<file path="src/sv/tsc_pkg.sv">
`timescale 1ns / 1ps
// ----------------------------------------------------------------------------
// tsc_pkg: shared types and constants for the tile slot cache
// Operation and statistic codes, controller states, command and status bundles.
// ----------------------------------------------------------------------------
package tsc_pkg;

  localparam int unsigned DEF_NUM_SLOTS  = 256;
  localparam int unsigned DEF_KEY_BITS   = 32;
  localparam int unsigned DEF_TIME_BITS  = 48;

  localparam int unsigned OP_W    = 3;
  localparam int unsigned TKEY_W  = 32;
  localparam int unsigned NOW_W   = 48;
  localparam int unsigned MAXF_W  = 9;
  localparam int unsigned SEL_W   = 8;
  localparam int unsigned SSEL_W  = 3;
  localparam int unsigned STAT_W  = 48;

  typedef enum logic [OP_W-1:0] {
    OP_INSERT  = 3'd0,
    OP_LOOKUP  = 3'd1,
    OP_PEEK    = 3'd2,
    OP_EVICT   = 3'd3,
    OP_CLEAR   = 3'd4,
    OP_READKEY = 3'd5,
    OP_STAT    = 3'd6
  } op_e;

  typedef enum logic [SSEL_W-1:0] {
    STAT_RESIDENT = 3'd0,
    STAT_FREE     = 3'd1,
    STAT_HITS     = 3'd2,
    STAT_MISSES   = 3'd3,
    STAT_EVICTS   = 3'd4,
    STAT_INSERTS  = 3'd5
  } stat_e;

  typedef enum logic [2:0] {
    ST_IDLE,
    ST_DISPATCH,
    ST_SCAN,
    ST_DECIDE,
    ST_FINISH
  } state_e;

  typedef struct packed {
    logic latch;
    logic start_scan;
    logic clear;
    logic upd_hit;
    logic count_hit;
    logic count_miss;
    logic count_insert;
    logic peek_hit;
    logic ins_free;
    logic ins_evict;
    logic evict_one;
    logic finish;
  } cmd_t;

  typedef struct packed {
    logic [OP_W-1:0] op;
    logic            key_ok;
    logic            max_zero;
    logic            scan_done;
    logic            found;
    logic            has_old;
    logic            depth_nz;
    logic            more;
  } status_t;

  function automatic logic [STAT_W-1:0] sat_inc(input logic [STAT_W-1:0] v);
    return (&v) ? v : v + STAT_W'(1);
  endfunction

endpackage

</file>
<file path="src/sv/tsc_ctrl.sv">
`timescale 1ns / 1ps
// ----------------------------------------------------------------------------
// tsc_ctrl: operation sequencer
// Dispatches each transaction, runs slot scans and issues update commands.
// ----------------------------------------------------------------------------
module tsc_ctrl (
  input  logic              clk_i,
  input  logic              rst_ni,
  input  logic              req_valid_i,
  output logic              req_ready_o,
  output logic              rsp_valid_o,
  input  logic              rsp_ready_i,
  input  tsc_pkg::status_t  status_i,
  output tsc_pkg::cmd_t     cmd_o
);
  import tsc_pkg::*;

  state_e state_q, state_d;
  logic   rsp_valid_q, rsp_valid_d;

  always_ff @(posedge clk_i or negedge rst_ni) begin
    if (!rst_ni) begin
      state_q     <= ST_IDLE;
      rsp_valid_q <= 1'b0;
    end else begin
      state_q     <= state_d;
      rsp_valid_q <= rsp_valid_d;
    end
  end

  always_comb begin
    state_d     = state_q;
    cmd_o       = '0;
    req_ready_o = 1'b0;
    rsp_valid_d = rsp_valid_q;
    if (rsp_valid_q && rsp_ready_i) begin
      rsp_valid_d = 1'b0;
    end
    unique case (state_q)
      ST_IDLE: begin
        req_ready_o = 1'b1;
        if (req_valid_i) begin
          cmd_o.latch = 1'b1;
          state_d     = ST_DISPATCH;
        end
      end
      ST_DISPATCH: begin
        state_d = ST_FINISH;
        case (status_i.op)
          OP_INSERT: begin
            if (status_i.key_ok) begin
              cmd_o.start_scan = 1'b1;
              state_d          = ST_SCAN;
            end
          end
          OP_LOOKUP, OP_PEEK: begin
            cmd_o.start_scan = 1'b1;
            state_d          = ST_SCAN;
          end
          OP_EVICT: begin
            if (!status_i.max_zero) begin
              cmd_o.start_scan = 1'b1;
              state_d          = ST_SCAN;
            end
          end
          OP_CLEAR: cmd_o.clear = 1'b1;
          default: ;
        endcase
      end
      ST_SCAN: begin
        if (status_i.scan_done) begin
          state_d = ST_DECIDE;
        end
      end
      ST_DECIDE: begin
        state_d = ST_FINISH;
        case (status_i.op)
          OP_INSERT: begin
            cmd_o.count_insert = 1'b1;
            if (status_i.found) begin
              cmd_o.upd_hit = 1'b1;
            end else if (status_i.depth_nz) begin
              cmd_o.ins_free = 1'b1;
            end else if (status_i.has_old) begin
              cmd_o.ins_evict = 1'b1;
            end
          end
          OP_LOOKUP: begin
            if (status_i.found) begin
              cmd_o.upd_hit   = 1'b1;
              cmd_o.count_hit = 1'b1;
            end else begin
              cmd_o.count_miss = 1'b1;
            end
          end
          OP_PEEK: cmd_o.peek_hit = status_i.found;
          OP_EVICT: begin
            if (status_i.has_old) begin
              cmd_o.evict_one = 1'b1;
              if (status_i.more) begin
                cmd_o.start_scan = 1'b1;
                state_d          = ST_SCAN;
              end
            end
          end
          default: ;
        endcase
      end
      ST_FINISH: begin
        // load the output register only once the previous result has left
        if (!rsp_valid_q || rsp_ready_i) begin
          cmd_o.finish = 1'b1;
          rsp_valid_d  = 1'b1;
          state_d      = ST_IDLE;
        end
      end
      default: state_d = ST_IDLE;
    endcase
  end

  assign rsp_valid_o = rsp_valid_q;

endmodule

</file>
<file path="config.mk">
export PLATFORM = sky130hd
export DESIGN_NAME = tsc_ctrl
export DESIGN_NICKNAME = d
export VERILOG_FILES = /design/src/sv/tsc_pkg.sv /design/src/sv/tsc_ctrl.sv
export SDC_FILE = /design/constraint.sdc
export NUM_CORES = 1
export LEC_CHECK = 0
export BUFFER_PORTS_ARGS = -buffer_cell sky130_fd_sc_hd__buf_2
export CAP_MARGIN = 20
export CORE_AREA = 2 2 39 41
export DETAILED_ROUTE_END_ITERATION = 10
export DIE_AREA = 0 0 41 43
export HOLD_SLACK_MARGIN = 0.1
export MAX_ROUTING_LAYER = met4
export PLACE_DENSITY = 0.61
export SYNTH_ARGS = -nofsm -noshare
export SYNTH_HDL_FRONTEND = slang
export SYNTH_SLANG_ARGS = --single-unit
</file>
<file path="constraint.sdc">
create_clock -name clk_i -period 2.1 [get_ports clk_i]
set_input_delay 0.105 -clock clk_i [delete_from_list [all_inputs] [get_ports clk_i]]
set_output_delay 0.105 -clock clk_i [all_outputs]
set_load 0.05 [all_outputs]
</file>
==> summary.md <==
| Metric | Value |
|---|---|
| Status | `completed` |
| Post-CTS Setup Inserts | `0` |
| Seq/Total Area, Yosys | `0.258` |
| LEAKAGE | `0.318 nW` |
| Max Root-Sink Buffers | `2` |
| Critical Path Stages | `4` |
| Placed Cells incl. Taps | `89` |
| Ys async rst share | `1.00` |
| DR iter-0 viols | `6` |
| Max capacitance violation total | `0` |
| Post-cts sizing count | `0` |
| Count leader, synth | `nor3_1` |
| CTS root buf | `clkbuf_4` |
| Worst Path Max Fanout | `6` |
| Most instantiated cells after synthesis | `5 x nor3_1, 4 x dfrtp_1, 4 x inv_1, 4 x nor2_1` |
| Gr usage total | `0.144` |
| Top cells by area, synth | `dfrtp_1 26%, nor3_1 6.5%, nor4b_4 6.1%, a21oi_1 3.9%, nand3_1 3.9%` |
| Worst hold path class | `input pin to register` |
| First-pass GRT wire length | `1.68 mm` |
| Initial core utilization | `0.280` |
| Die area | `1760 um^2` |
| DRC | `0` |
| Fin. Hold Viols | `0` |
| Vias in the first global route | `439` |
| Setup violators final | `0` |
| Tmin final | `1.97 ns` |
| Power per cell area | `1080 nW/um^2` |
| Mapped Area | `388 um^2` |
| Ys flop type | `dfrtp_1` |
| DPL Wire Length | `790 um` |
| H-tree Lvls | `1` |
| Critical path type | `register to output port` |
| Per-cell routed wire length | `10.8 um` |
| # hold bufs at CTS | `2` |
| Layout cells sized above 1 | `0.500` |
| Fin crit share | `0.939` |
| Worst stage delay on the critical path | `0.42 ns` |
| Nets | `94` |
| Chip height | `43 um` |
| Total vias in the final route | `484` |
| Critical path capture point type | `output port` |
| Placeable core area | `1380 um^2` |
| RSZ-0062 raised after global routing | `no` |
| Avg Inst Size Synth | `8.25 um^2` |
| Slew Viols, Final | `0` |
| Peak supply drop | `438 uV` |
| Synth-to-layout area growth | `53.9%` |
| Synth unique cells | `27` |
| Cell-by-cell trace of the critical path | `nand3b_2 -> or3_4 -> nor4b_4 -> buf_2` |
| Max_slew headroom | `0.838` |
| Slowest stage cell, crit path | `dfrtp_1` |
| Post-synth top area share | `0.258` |
| Hold path cells | `3` |
| I/O Buffers | `27` |
| CP Data Required Time | `2.00 ns` |
| Critical path arrival | `1.87 ns` |
| Ys Warns | `0` |
| Worst Reg-to-Reg Cells | `4` |
| Actual slew at the worst max-slew pin | `0.243 ns` |
| EDFF count, synth | `0` |
| Sequential Area | `100 um^2` |
| Area of the multi-input gates | `277 um^2` |
| Mapped Cells | `47` |
| # rows | `14` |
| Post-synth top area cell | `dfrtp_1` |
| Setup_tns | `0 ns` |
| Largest net degree at the start of global routing | `12` |
| 1st-pass router iterations | `4` |
| Fmax | `507 MHz` |
| Syn nets | `61` |
| Crit-path leading delay family | `simple AND/OR/NAND/NOR gates` |
| Clock Pin Slew Worst Setup and Hold Paths | `0.03 ns` |
| CTS buffer count | `3` |
| Fin cells | `94` |
| N_diodes | `0` |
| CP startpoint kind | `register` |
| Buf+Inv Stages, Crit Path | `1` |
| Drt total wl | `1.02 mm` |
| Fill count | `144` |
| Grt ovf | `0` |
| Clk sinks | `4` |
| Seq cells post-synth | `4` |
| GP Congestion | `0.695` |
| Clock Skew | `0.00562 ns` |
| Vias/cell | `5.15` |
| Initial antenna violation count | `0` |
| Top-Level Pins | `28` |
| Die Wd | `41 um` |
| CTS tree | `done` |
| Antenna-violating nets left | `0` |
| Worst-Skew Late Latency | `0.24 ns` |
## worst paths after layout
| path | to | startpoint | slack (ns) |
|---|---|---|---|
| worst max-delay path | cmd_o[3] | state_q[2]$_DFFE_PN0P_ | 0.13 |
| worst min-delay path | state_q[1]$_DFFE_PN0P_ | status_i[0] | 0.17 |
| worst max register to register | state_q[2]$_DFFE_PN0P_ | state_q[1]$_DFFE_PN0P_ | 0.68 |
| worst min register to register | state_q[1]$_DFFE_PN0P_ | state_q[2]$_DFFE_PN0P_ | 0.53 |
| max in group asynchronous | state_q[2]$_DFFE_PN0P_ | rst_ni | 1.78 |
| min in group asynchronous | rsp_valid_o$_DFF_PN0_ | rst_ni | 0.19 |
## stage by stage
| stage | util | setup slack, ns | cell area, um^2 | total power [mW] | hold WS, ns |
|---|---|---|---|---|---|
| global placement | 0.401 | 0.423 | 554 | 0.544 | -0.0858 |
| finish | 0.431 | 0.128 | 597 | 0.643 | 0.174 |
| CTS | 0.431 | 0.105 | 597 | 0.654 | 0.163 |
| global route | 0.431 | 0.0457 | 597 | 0.694 | 0.186 |
| detailed placement | 0.401 | 0.374 | 554 | 0.545 | -0.0863 |
| floorplan | - | 0.0559 | 404 | 0.457 | -0.191 |
## layer usage
| layer | GRT usage | vias to the layer above | routed length, um |
|---|---|---|---|
| met5 | - | - | 0 |
| li1 | - | 237 | - |
| met1 | 0.167 | 216 | 446 |
| met2 | 0.209 | 29 | 443 |
| met4 | 0.0800 | 0 | 10 |
| met3 | 0.0471 | 2 | 117 |
## power by group
group | total [mW] | leakage (nW) | switching, mW | internal [mW]
clock network | 0.0968 | 0.0138 | 0.0328 | 0.0640
registers | 0.155 | 0.0520 | 0.0429 | 0.112
logic | 0.391 | 0.252 | 0.264 | 0.127
total | 0.643 | 0.318 | 0.339 | 0.304
## state kept, by name (all words and copies together), names as in the netlist
name,flops
state_q,3
rsp_valid_o,1
## worst min-delay path: stages
cell and delay, ns:
buf_2 0.11, nand2_1 0.06, a311oi_1 0.08
## cells in the final DEF (no fill, tap or decap)
cell / instances
a211o_1: 1
a21oi_1: 3
a311oi_1: 1
a41oi_1: 1
and2_1: 1
and3_1: 2
and4b_1: 1
buf_2: 27
buf_4: 1
clkbuf_4: 3
dfrtp_1: 4
dlygate4sd3_1: 2
inv_1: 4
mux2i_1: 1
nand2_1: 2
nand2b_1: 2
nand3_1: 3
nand3b_2: 1
nand4b_1: 1
nor2_1: 4
nor3_1: 3
nor3_2: 2
nor4_2: 1
nor4b_2: 1
nor4b_4: 1
o21ai_0: 1
or3_1: 1
or3_4: 1
or3b_1: 1
or3b_2: 1
## cell families (layout without fill, tap and decap cells)
family / count (synthesis) / in the layout / share of synthesized area
buffers and inverters: 6 / 37 / 0.0710
flip-flops: 4 / 4 / 0.258
AND/OR/NAND/NOR: 29 / 29 / 0.526
AO/OA/AOI/OAI: 7 / 7 / 0.119
multiplexers: 1 / 1 / 0.0258
## area by class of cell
type | instances | share of cell area
clock buffer | 3 | 0.0377
inverter | 4 | 0.0252
multi-input combinational | 37 | 0.463
sequential | 4 | 0.168
tap | 16 | 0.0335
timing repair buffer | 30 | 0.273
(Power assumes the default switching activity.)
